File: src/sv/sxt_pkg.sv
// Shared types, character codes and byte-class helpers for the s-expression tokenizer.
// Used by sxt_front, sxt_fifo, sxt_back and s_expression_tokenizer; depends on nothing.
package sxt_pkg;

  localparam int POS_BITS   = 24;
  localparam int FIFO_DEPTH = 4;
  localparam int FIFO_AW    = $clog2(FIFO_DEPTH);

  typedef logic [POS_BITS-1:0] pos_t;
  localparam pos_t POS_MAX = {POS_BITS{1'b1}};

  // Character codes the scanner keys on
  localparam logic [7:0] CH_LPAREN  = 8'h28;
  localparam logic [7:0] CH_RPAREN  = 8'h29;
  localparam logic [7:0] CH_QUOTE   = 8'h22;
  localparam logic [7:0] CH_HASH    = 8'h23;
  localparam logic [7:0] CH_COLON   = 8'h3A;
  localparam logic [7:0] CH_SEMI    = 8'h3B;
  localparam logic [7:0] CH_NEWLINE = 8'h0A;
  localparam logic [7:0] CH_DOT     = 8'h2E;
  localparam logic [7:0] CH_SLASH   = 8'h2F;
  localparam logic [7:0] CH_PLUS    = 8'h2B;
  localparam logic [7:0] CH_MINUS   = 8'h2D;
  localparam logic [7:0] CH_STAR    = 8'h2A;
  localparam logic [7:0] CH_SPACE   = 8'h20;
  localparam logic [7:0] CH_TAB     = 8'h09;
  localparam logic [7:0] CH_CR      = 8'h0D;

  typedef enum logic [3:0] {
    KIND_END      = 4'd0,
    KIND_INVALID  = 4'd1,
    KIND_LPAREN   = 4'd2,
    KIND_RPAREN   = 4'd3,
    KIND_SYMBOL   = 4'd4,
    KIND_KEYWORD  = 4'd5,
    KIND_STRING   = 4'd6,
    KIND_NUMERIC  = 4'd7,
    KIND_FUNCTION = 4'd8,
    KIND_MACRO    = 4'd9,
    KIND_COMMENT  = 4'd10
  } kind_e;

  typedef enum logic [2:0] {
    MODE_IDLE,
    MODE_SIGN,
    MODE_STRING,
    MODE_NUMERIC,
    MODE_MACRO,
    MODE_COMMENT,
    MODE_KEYWORD,
    MODE_SYMBOL
  } mode_e;

  typedef struct packed {
    kind_e kind;
    pos_t  start;
    pos_t  len;
    pos_t  line;
    pos_t  col;
    logic  last;
  } token_t;

  // One queue entry: the tokens caused by one input byte
  typedef struct packed {
    token_t tok0;
    token_t tok1;
    logic   two;
  } pair_t;

  typedef struct packed {
    logic empty;
    logic full;
  } fifo_stat_t;

  function automatic pos_t sat_inc(pos_t x);
    return (x == POS_MAX) ? x : x + pos_t'(1);
  endfunction

  function automatic logic is_digit(logic [7:0] b);
    return (b >= "0") && (b <= "9");
  endfunction

  function automatic logic is_space(logic [7:0] b);
    return (b == CH_SPACE) || ((b >= CH_TAB) && (b <= CH_CR));
  endfunction

  function automatic logic is_sym(logic [7:0] b);
    logic alnum;
    alnum = is_digit(b) || ((b >= "a") && (b <= "z")) || ((b >= "A") && (b <= "Z"));
    return alnum || (b inside {"-", "_", "+", "*", "/", ":", "<", "=", ">",
                               "!", "?", "&", "~", "^"});
  endfunction

  function automatic kind_e mode_kind(mode_e m);
    kind_e k;
    unique case (m)
      MODE_STRING:  k = KIND_STRING;
      MODE_NUMERIC: k = KIND_NUMERIC;
      MODE_MACRO:   k = KIND_MACRO;
      MODE_COMMENT: k = KIND_COMMENT;
      MODE_KEYWORD: k = KIND_KEYWORD;
      MODE_SYMBOL:  k = KIND_SYMBOL;
      default:      k = KIND_FUNCTION;
    endcase
    return k;
  endfunction

endpackage

File: src/sv/sxt_front.sv
// Scanner front end: accepts source bytes, tracks scan mode and position,
// and pushes the tokens each byte closes or starts into the token queue. Uses sxt_pkg.
module sxt_front (
  input  logic               clk_i,
  input  logic               rst_ni,
  input  logic               in_valid_i,
  output logic               in_ready_o,
  input  logic [7:0]         ch_i,
  input  logic               is_end_i,
  input  sxt_pkg::fifo_stat_t fifo_stat_i,
  output logic               push_o,
  output sxt_pkg::pair_t     push_data_o
);

  sxt_pkg::mode_e mode_q, mode_d;
  sxt_pkg::pos_t  pos_q, pos_d;
  sxt_pkg::pos_t  line_q, line_d;
  sxt_pkg::pos_t  col_q, col_d;
  sxt_pkg::pos_t  tstart_q, tstart_d;
  sxt_pkg::pos_t  tline_q, tline_d;
  sxt_pkg::pos_t  tcol_q, tcol_d;

  logic           accept;
  logic           a_v, b_v, do_start;
  sxt_pkg::token_t tok_a, tok_b, tok_close, tok_sign;
  logic           st_emit;
  sxt_pkg::kind_e st_kind;
  sxt_pkg::mode_e st_mode;
  sxt_pkg::pos_t  close_len;

  assign in_ready_o = !fifo_stat_i.full;
  assign accept     = in_valid_i && in_ready_o;

  // Classify the byte as a token opener
  always_comb begin
    st_emit = 1'b0;
    st_kind = sxt_pkg::KIND_INVALID;
    st_mode = sxt_pkg::MODE_IDLE;
    if (ch_i == sxt_pkg::CH_LPAREN) begin
      st_emit = 1'b1;
      st_kind = sxt_pkg::KIND_LPAREN;
    end else if (ch_i == sxt_pkg::CH_RPAREN) begin
      st_emit = 1'b1;
      st_kind = sxt_pkg::KIND_RPAREN;
    end else if (ch_i == sxt_pkg::CH_QUOTE) begin
      st_mode = sxt_pkg::MODE_STRING;
    end else if (ch_i == sxt_pkg::CH_PLUS || ch_i == sxt_pkg::CH_MINUS) begin
      st_mode = sxt_pkg::MODE_SIGN;
    end else if (ch_i == sxt_pkg::CH_STAR || ch_i == sxt_pkg::CH_SLASH) begin
      st_emit = 1'b1;
      st_kind = sxt_pkg::KIND_FUNCTION;
    end else if (ch_i == sxt_pkg::CH_HASH) begin
      st_mode = sxt_pkg::MODE_MACRO;
    end else if (ch_i == sxt_pkg::CH_COLON) begin
      st_mode = sxt_pkg::MODE_KEYWORD;
    end else if (ch_i == sxt_pkg::CH_SEMI) begin
      st_mode = sxt_pkg::MODE_COMMENT;
    end else if (sxt_pkg::is_digit(ch_i)) begin
      st_mode = sxt_pkg::MODE_NUMERIC;
    end else if (sxt_pkg::is_sym(ch_i)) begin
      st_mode = sxt_pkg::MODE_SYMBOL;
    end else begin
      st_emit = 1'b1;
      st_kind = sxt_pkg::KIND_INVALID;
    end
  end

  assign close_len = (pos_q >= tstart_q) ? pos_q - tstart_q : '0;

  always_comb begin
    tok_close.kind  = sxt_pkg::mode_kind(mode_q);
    tok_close.start = tstart_q;
    tok_close.len   = close_len;
    tok_close.line  = tline_q;
    tok_close.col   = tcol_q;
    tok_close.last  = 1'b0;
    tok_sign        = tok_close;
    tok_sign.kind   = sxt_pkg::KIND_FUNCTION;
    tok_sign.len    = sxt_pkg::pos_t'(1);
  end

  always_comb begin
    mode_d   = mode_q;
    pos_d    = pos_q;
    line_d   = line_q;
    col_d    = col_q;
    tstart_d = tstart_q;
    tline_d  = tline_q;
    tcol_d   = tcol_q;
    a_v      = 1'b0;
    b_v      = 1'b0;
    do_start = 1'b0;
    tok_a    = tok_close;
    tok_b.kind  = st_kind;
    tok_b.start = pos_q;
    tok_b.len   = sxt_pkg::pos_t'(1);
    tok_b.line  = line_q;
    tok_b.col   = col_q;
    tok_b.last  = 1'b0;

    if (is_end_i) begin
      // Flush the open token, then the end token; back to reset state
      if (mode_q == sxt_pkg::MODE_SIGN) begin
        a_v   = 1'b1;
        tok_a = tok_sign;
      end else if (mode_q != sxt_pkg::MODE_IDLE) begin
        a_v = 1'b1;
      end
      b_v         = 1'b1;
      tok_b.kind  = sxt_pkg::KIND_END;
      tok_b.len   = '0;
      mode_d   = sxt_pkg::MODE_IDLE;
      pos_d    = '0;
      line_d   = sxt_pkg::pos_t'(1);
      col_d    = sxt_pkg::pos_t'(1);
      tstart_d = '0;
      tline_d  = sxt_pkg::pos_t'(1);
      tcol_d   = sxt_pkg::pos_t'(1);
    end else begin
      unique case (mode_q)
        sxt_pkg::MODE_STRING: begin
          if (ch_i == sxt_pkg::CH_QUOTE) begin
            a_v    = 1'b1;
            mode_d = sxt_pkg::MODE_IDLE;
          end
        end
        sxt_pkg::MODE_SIGN: begin
          if (sxt_pkg::is_digit(ch_i)) begin
            mode_d = sxt_pkg::MODE_NUMERIC;
          end else begin
            a_v      = 1'b1;
            tok_a    = tok_sign;
            do_start = 1'b1;
          end
        end
        sxt_pkg::MODE_NUMERIC: begin
          if (!(sxt_pkg::is_digit(ch_i) || ch_i == sxt_pkg::CH_DOT ||
                ch_i == sxt_pkg::CH_SLASH)) begin
            a_v      = 1'b1;
            do_start = 1'b1;
          end
        end
        sxt_pkg::MODE_MACRO, sxt_pkg::MODE_COMMENT: begin
          if (ch_i == sxt_pkg::CH_NEWLINE) begin
            a_v      = 1'b1;
            do_start = 1'b1;
          end
        end
        sxt_pkg::MODE_KEYWORD, sxt_pkg::MODE_SYMBOL: begin
          if (!sxt_pkg::is_sym(ch_i)) begin
            a_v      = 1'b1;
            do_start = 1'b1;
          end
        end
        default: begin
          do_start = 1'b1;
        end
      endcase

      if (do_start) begin
        mode_d = sxt_pkg::MODE_IDLE;
        if (!sxt_pkg::is_space(ch_i)) begin
          tstart_d = (ch_i == sxt_pkg::CH_QUOTE) ? sxt_pkg::sat_inc(pos_q) : pos_q;
          tline_d  = line_q;
          tcol_d   = col_q;
          mode_d   = st_mode;
          b_v      = st_emit;
        end
      end

      if (ch_i == sxt_pkg::CH_NEWLINE) begin
        line_d = sxt_pkg::sat_inc(line_q);
        col_d  = sxt_pkg::pos_t'(1);
      end else begin
        col_d = sxt_pkg::sat_inc(col_q);
      end
      pos_d = sxt_pkg::sat_inc(pos_q);
    end
  end

  // Pack the tokens into one queue entry, first token in slot 0
  always_comb begin
    if (a_v) begin
      push_data_o.tok0 = tok_a;
      push_data_o.tok1 = tok_b;
      push_data_o.two  = b_v;
    end else begin
      push_data_o.tok0 = tok_b;
      push_data_o.tok1 = tok_b;
      push_data_o.two  = 1'b0;
    end
    push_data_o.tok0.last = !push_data_o.two;
    push_data_o.tok1.last = 1'b1;
  end

  assign push_o = accept && (a_v || b_v);

  always_ff @(posedge clk_i or negedge rst_ni) begin
    if (!rst_ni) begin
      mode_q   <= sxt_pkg::MODE_IDLE;
      pos_q    <= '0;
      line_q   <= sxt_pkg::pos_t'(1);
      col_q    <= sxt_pkg::pos_t'(1);
      tstart_q <= '0;
      tline_q  <= sxt_pkg::pos_t'(1);
      tcol_q   <= sxt_pkg::pos_t'(1);
    end else if (accept) begin
      mode_q   <= mode_d;
      pos_q    <= pos_d;
      line_q   <= line_d;
      col_q    <= col_d;
      tstart_q <= tstart_d;
      tline_q  <= tline_d;
      tcol_q   <= tcol_d;
    end
  end

  a_end_resets: assert property (@(posedge clk_i) disable iff (!rst_ni)
    accept && is_end_i |=> pos_q == '0 && mode_q == sxt_pkg::MODE_IDLE)
    else $error("front did not return to start after end beat");

endmodule

File: src/sv/sxt_fifo.sv
// Token queue between scanner front end and output back end.
// Register-based, FIFO_DEPTH entries of pair_t; uses sxt_pkg.
module sxt_fifo (
  input  logic                clk_i,
  input  logic                rst_ni,
  input  logic                push_i,
  input  sxt_pkg::pair_t      push_data_i,
  input  logic                pop_i,
  output sxt_pkg::pair_t      pop_data_o,
  output sxt_pkg::fifo_stat_t stat_o
);

  sxt_pkg::pair_t                 mem_q [sxt_pkg::FIFO_DEPTH];
  logic [sxt_pkg::FIFO_AW-1:0]    wr_ptr_q, rd_ptr_q;
  logic [sxt_pkg::FIFO_AW:0]      cnt_q;

  assign stat_o.empty = (cnt_q == '0);
  assign stat_o.full  = (cnt_q == (sxt_pkg::FIFO_AW+1)'(sxt_pkg::FIFO_DEPTH));
  assign pop_data_o   = mem_q[rd_ptr_q];

  always_ff @(posedge clk_i) begin
    if (push_i) begin
      mem_q[wr_ptr_q] <= push_data_i;
    end
  end

  always_ff @(posedge clk_i or negedge rst_ni) begin
    if (!rst_ni) begin
      wr_ptr_q <= '0;
      rd_ptr_q <= '0;
      cnt_q    <= '0;
    end else begin
      if (push_i) begin
        wr_ptr_q <= wr_ptr_q + 1'b1;
      end
      if (pop_i) begin
        rd_ptr_q <= rd_ptr_q + 1'b1;
      end
      if (push_i && !pop_i) begin
        cnt_q <= cnt_q + 1'b1;
      end else if (pop_i && !push_i) begin
        cnt_q <= cnt_q - 1'b1;
      end
    end
  end

  a_no_overflow: assert property (@(posedge clk_i) disable iff (!rst_ni)
    push_i |-> !stat_o.full)
    else $error("push into full token queue");

  a_no_underflow: assert property (@(posedge clk_i) disable iff (!rst_ni)
    pop_i |-> !stat_o.empty)
    else $error("pop from empty token queue");

  a_count_push: assert property (@(posedge clk_i) disable iff (!rst_ni)
    push_i && !pop_i |=> cnt_q == $past(cnt_q) + 1'b1)
    else $error("queue count did not advance on push");

endmodule

File: src/sv/sxt_back.sv
// Output back end: pops queue entries and presents their tokens one beat at a time.
// Holds the current entry in an output register; uses sxt_pkg.
module sxt_back (
  input  logic                clk_i,
  input  logic                rst_ni,
  input  sxt_pkg::pair_t      pop_data_i,
  input  sxt_pkg::fifo_stat_t fifo_stat_i,
  output logic                pop_o,
  output logic                out_valid_o,
  input  logic                out_ready_i,
  output sxt_pkg::token_t     tok_o
);

  sxt_pkg::pair_t pair_q;
  logic           busy_q, busy_d;
  logic           idx_q, idx_d;
  logic           fire, done;

  assign out_valid_o = busy_q;
  assign tok_o       = idx_q ? pair_q.tok1 : pair_q.tok0;
  assign fire        = busy_q && out_ready_i;
  assign done        = fire && (idx_q || !pair_q.two);
  assign pop_o       = (!busy_q || done) && !fifo_stat_i.empty;

  always_comb begin
    busy_d = busy_q;
    idx_d  = idx_q;
    if (pop_o) begin
      busy_d = 1'b1;
      idx_d  = 1'b0;
    end else if (done) begin
      busy_d = 1'b0;
      idx_d  = 1'b0;
    end else if (fire) begin
      idx_d = 1'b1;
    end
  end

  always_ff @(posedge clk_i) begin
    if (pop_o) begin
      pair_q <= pop_data_i;
    end
  end

  always_ff @(posedge clk_i or negedge rst_ni) begin
    if (!rst_ni) begin
      busy_q <= 1'b0;
      idx_q  <= 1'b0;
    end else begin
      busy_q <= busy_d;
      idx_q  <= idx_d;
    end
  end

  a_second_follows: assert property (@(posedge clk_i) disable iff (!rst_ni)
    fire && !tok_o.last |=> busy_q && idx_q)
    else $error("second token of a byte was lost");

  a_slot1_last: assert property (@(posedge clk_i) disable iff (!rst_ni)
    busy_q && idx_q |-> pair_q.two && tok_o.last)
    else $error("second slot shown without a two-token entry");

endmodule

File: src/sv/s_expression_tokenizer.sv
// Top level of the s-expression tokenizer: scanner front end, token queue, output back end.
// Depends on sxt_pkg, sxt_front, sxt_fifo and sxt_back.
//
// The tokenizer takes one source byte per beat (ch_i, or is_end_i to close the source) and
// emits Lisp tokens with kind, start offset, length, line and column. The front end accepts
// a byte every cycle as long as the four-entry token queue has room; each byte gets a
// single-step mode update plus position, line and column counters that saturate at their
// maximum. Each byte yields zero, one or two tokens, queued together as one entry, and the
// back end hands out one token per cycle from its output register while out_ready_i is high,
// so a byte that both closes and opens a token is handed out as two tokens, the closing one
// first. A token is registered in the queue, then in the output register. The end beat
// flushes any open token, emits the end token and returns the scanner to offset 0, line 1,
// column 1. last_of_run_o marks the final token caused by a byte. No clearing pass after
// reset: the block takes bytes right away.
module s_expression_tokenizer (
  input  logic        clk_i,
  input  logic        rst_ni,
  input  logic        in_valid_i,
  output logic        in_ready_o,
  input  logic [7:0]  ch_i,
  input  logic        is_end_i,
  output logic        out_valid_o,
  input  logic        out_ready_i,
  output logic [3:0]  token_kind_o,
  output logic [23:0] start_offset_o,
  output logic [23:0] lexeme_length_o,
  output logic [23:0] line_number_o,
  output logic [23:0] column_number_o,
  output logic        last_of_run_o
);

  // Queue handshake between front end and back end
  logic                push, pop;
  sxt_pkg::pair_t      push_data, pop_data;
  sxt_pkg::fifo_stat_t fifo_stat;
  sxt_pkg::token_t     tok;

  // Scan bytes and classify them into tokens
  sxt_front u_front (
    .clk_i       (clk_i),
    .rst_ni      (rst_ni),
    .in_valid_i  (in_valid_i),
    .in_ready_o  (in_ready_o),
    .ch_i        (ch_i),
    .is_end_i    (is_end_i),
    .fifo_stat_i (fifo_stat),
    .push_o      (push),
    .push_data_o (push_data)
  );

  // Hold tokens so either side can stall on its own
  sxt_fifo u_fifo (
    .clk_i       (clk_i),
    .rst_ni      (rst_ni),
    .push_i      (push),
    .push_data_i (push_data),
    .pop_i       (pop),
    .pop_data_o  (pop_data),
    .stat_o      (fifo_stat)
  );

  // Serialize queued entries into one token beat per cycle while out_ready_i is high
  sxt_back u_back (
    .clk_i       (clk_i),
    .rst_ni      (rst_ni),
    .pop_data_i  (pop_data),
    .fifo_stat_i (fifo_stat),
    .pop_o       (pop),
    .out_valid_o (out_valid_o),
    .out_ready_i (out_ready_i),
    .tok_o       (tok)
  );

  // Drive the payload ports from the current output token
  assign token_kind_o    = tok.kind;
  assign start_offset_o  = 24'(tok.start);
  assign lexeme_length_o = 24'(tok.len);
  assign line_number_o   = 24'(tok.line);
  assign column_number_o = 24'(tok.col);
  assign last_of_run_o   = tok.last;

endmodule
File: config.mk
export PLATFORM = sky130hd
export DESIGN_NAME = s_expression_tokenizer
export DESIGN_NICKNAME = d
export VERILOG_FILES = /design/src/sv/sxt_pkg.sv /design/src/sv/sxt_front.sv /design/src/sv/sxt_fifo.sv /design/src/sv/sxt_back.sv /design/src/sv/s_expression_tokenizer.sv
export SDC_FILE = /design/constraint.sdc
export NUM_CORES = 1
export LEC_CHECK = 0
export BUFFER_PORTS_ARGS = -buffer_cell sky130_fd_sc_hd__clkbuf_2
export CORE_UTILIZATION = 40
export DETAILED_ROUTE_END_ITERATION = 10
export PLACE_DENSITY = 0.54
export SLEW_MARGIN = 20
export SYNTH_ARGS = -nofsm -noshare
export SYNTH_HDL_FRONTEND = slang
export SYNTH_HIERARCHICAL = 1
export SYNTH_SLANG_ARGS = --single-unit
File: constraint.sdc
create_clock -name clk_i -period 21.1 [get_ports clk_i]
set_clock_uncertainty 0.15 [all_clocks]
set_input_delay 2.11 -clock clk_i [delete_from_list [all_inputs] [get_ports clk_i]]
set_output_delay 2.11 -clock clk_i [all_outputs]
set_load 0.02 [all_outputs]
==> results_dict.tcl <==
set metrics [dict create \
    syn_inst 2654 \
    cellLeakagePower_nw 18.4 \
    avgRoutedWirePerCell_um 23.0 \
    num_antenna_cells 0 \
    grt_pass1_vias 25200 \
    die_area_mm2 0.121 \
    grt_max_degree 149 \
    die_x_um 348 \
    place_ws_ps 13110 \
    drv_slew 0 \
    maxCapViolCount 0 \
    hp-start "u_fifo/cnt_q[2]$_DFFE_PN0P_" \
    grt_overflow 0 \
    max_clock_freq_mhz 138 \
    grt_antenna_before_repair 0 \
    cts_root_buf "clkbuf_16" \
    gp_congestion 0.843 \
    syn_area_mm2 0.0477 \
    die_h_um 348 \
    route.detailed.drc 0 \
    period_share_pct 34.4 \
    final_nets 2822 \
    tightest_slew_ps 1080 \
    ys_ff_latch 1171 \
    endpoint_kind "flop" \
    cp_slowest_stage_delay_ps 850 \
    ant_nets 0 \
    cp-start-kind "primary input" \
    layout-drive-gt1-share_pct 25.4 \
    ys_top_cells_by_count "edfxtp_1 (1,015), mux4_2 (180), mux2_2 (172)" \
    grt_usage_pct 16.9 \
    reg2reg_from "u_front/mode_q[1]$_DFFE_PN0P_" \
    ys_seq_area_share_pct 72.0 \
    vias_per_cell 5.45 \
    rsz0062_at_grt "no" \
    area_delta_synth_final_pct 12.4 \
    yosys.cell_count.top_type "edfxtp_1" \
    io_buffers 115 \
    synth_flop_cell "edfxtp_1" \
    status "finished, final reports clean" \
    cp_top_family "buffers and inverters" \
    grt_use_met1_pct 23.5 \
    avgSynthCellArea_um2 18.0 \
    power.density_mw_per_mm2 147 \
    ir_worst_vdd_uv 90.1 \
    yosys-top-cells-area "edfxtp_1 (64%), mux4_2 (8.5%), dfrtp_1 (8.0%), mux2_2 (4.1%), mux4_1 (1.3%)" \
    drtPass1Iterations 5 \
    synth_top_cell_by_area "edfxtp_1" \
    rows 126 \
    htreeDepth 3 \
    hpwl_mm 56.1 \
    num_vias 24100 \
    insertion_delay_ps 690 \
    worst_slack_ps 13840 \
    final-hold-violation-count 0 \
    numCtsBuffers 116 \
    postCtsHoldBufs 0 \
    async_flop_share_pct 13.3 \
    min_path_cells 1 \
    grt_most_used_layer "met2" \
    critPathKind "in2reg" \
    setup_tns_ps 0 \
    hold_path_end "u_fifo/cnt_q[2]$_DFFE_PN0P_" \
    crit_path_max_fanout 58 \
    crit_arrival_ps 7420 \
    ys_types 85 \
    grt_pass1_wl_mm 156 \
    ff2ff_path_depth 11 \
    synth_top_area_share_pct 63.8 \
    fill_cells 10100 \
    crit_top_cell "buf_4" \
    clkSinkCount 1171 \
    cts.clk_slew.worst_paths_ps 60 \
    wirelength_mm 102 \
    setup_viol 0 \
    initial_utilization_pct 40.4 \
    drt_iter0_drc 1808 \
    maxSlewHeadroom_pct 28.0 \
    ios 116 \
    cts_tree "yes" \
    use_met3_pct 2.50 \
    cpMaxStageDelayCell "buf_4" \
    ys.warnings.count 6 \
    crit_chain "clkbuf_2 > nor3_1 > nand3_1 > buf_4 > or3_1 > a21oi_4 > buf_4 > nor3_1 > nor2_1 > and2_4 > buf_4 > buf_4" \
    synth_edf_count 1015 \
    min_path_type "reg2reg" \
    postCtsSetupRepairBufs 0 \
    coreArea_mm2 0.118 \
    ctsResizeCount 0 \
    crit_buf_inv 5 \
    r2r_end "u_fifo/mem_q[1][134]$_DFFE_PP_" \
    finalCriticalPeriod_ps 7260 \
    cp.required_ps 21260 \
    clock_path_buffers 3 \
    r2r_slack_ps 15460 \
    grt_use_met2_pct 28.0 \
]
[layout by cell type, fill, tap and decap left out, types with 16 or more instances in the layout]
master,n
a21oi_1,56
a21o_1,16
a22oi_1,53
xor2_1,47
buf_4,30
clkbuf_2,113
xnor2_1,32
ha_1,32
mux4_2,180
and3_1,21
o21ai_1,50
mux4_1,23
nand2_1,140
conb_1,25
mux2_2,172
inv_1,44
clkbuf_1,18
clkinv_2,29
dfrtp_1,149
edfxtp_1,1015
nand4_1,24
nor3_1,28
nand3_1,44
nor2_1,109
o21ai_0,52
clkbuf_16,121
[kinds of logic after synthesis]
kind of cell	synth area share (%)
compound gates	4.43
mux	14.0
buf+inv	2.56
flops	72.0
other cells	0.0157
fa+ha+maj	0.922
xor+xnor	1.45
simple gates	4.59
[flip-flops by register name, indices dropped and copies added (netlist names), 3 cells and up]
signal and count:
u_fifo/cnt_q 3, u_front/tstart_q 24, u_front/pos_q 24, u_fifo/mem_q 812, u_front/mode_q 3, u_front/tcol_q 24, u_front/col_q 24, u_front/line_q 24
u_back/pair_q 203, u_front/tline_q 24
[worst max path at each step]
| stage | start | endpoint | slack, ps | depth (start not counted) |
|---|---|---|---|---|
| after floorplan | out_ready_i | u_fifo/cnt_q[1]$_DFFE_PN0P_ | 7170 | 7 |
| after global placement | ch_i[3] | u_fifo/mem_q[1][38]$_DFFE_PP_ | 13330 | 12 |
| after detailed placement | ch_i[3] | u_fifo/mem_q[1][38]$_DFFE_PP_ | 13110 | 12 |
| after CTS | ch_i[3] | u_fifo/mem_q[1][134]$_DFFE_PP_ | 13880 | 12 |
| after global routing | ch_i[3] | u_fifo/mem_q[1][143]$_DFFE_PP_ | 13540 | 12 |
| final | ch_i[3] | u_fifo/mem_q[1][134]$_DFFE_PP_ | 13840 | 12 |
[stage by stage]
stage          total power (W)  utilization (%)  instances  hold WS, ps  cell area, µm²
2_1_floorplan          0.00520                -       2677          306           47800
3_3_place_gp           0.00583             42.0       4193          325           49700
3_5_place_dp           0.00587             42.0       4193          346           49700
4_1_cts                0.00802             45.4       4414          356           53700
5_1_grt                0.00826             45.4       4414          367           53700
6_report               0.00788             45.4       4414          351           53700
[worst register-to-register path, stage by stage, from the launching register on]
cell	delay (ps)
dfrtp_1	470
and3_1	220
and3_1	190
o31ai_2	410
nor3_2	150
a21oi_4	140
buf_4	510
nor3_1	130
nor2_1	430
and2_4	730
buf_4	780
buf_4	870
[power by group]
| group | switching, W | leakage, nW | internal [W] |
|---|---|---|---|
| sequential | 0.000210 | 11.6 | 0.00326 |
| clock | 0.000870 | 1.97 | 0.00126 |
| combinational | 0.00141 | 4.86 | 0.000873 |
[metal layers]
metal | part of all wire, % | wire length [µm]
met5 | 0 | 0
met4 | 1.8 | 1850
met1 | 45 | 45700
met3 | 4.5 | 4600
met2 | 49 | 49600
[final cells by class]
type,count,area [µm²],share of cell area [%]
clock buffer,147,3210,5.97
sequential,1171,34400,64.1
clock inverter,74,821,1.53
tap,1536,1920,3.58
inverter,46,173,0.322
timing repair buffer,149,902,1.68
multi-input combinational,1291,12300,22.8
Note: power is estimated with default switching activity, not from simulation.
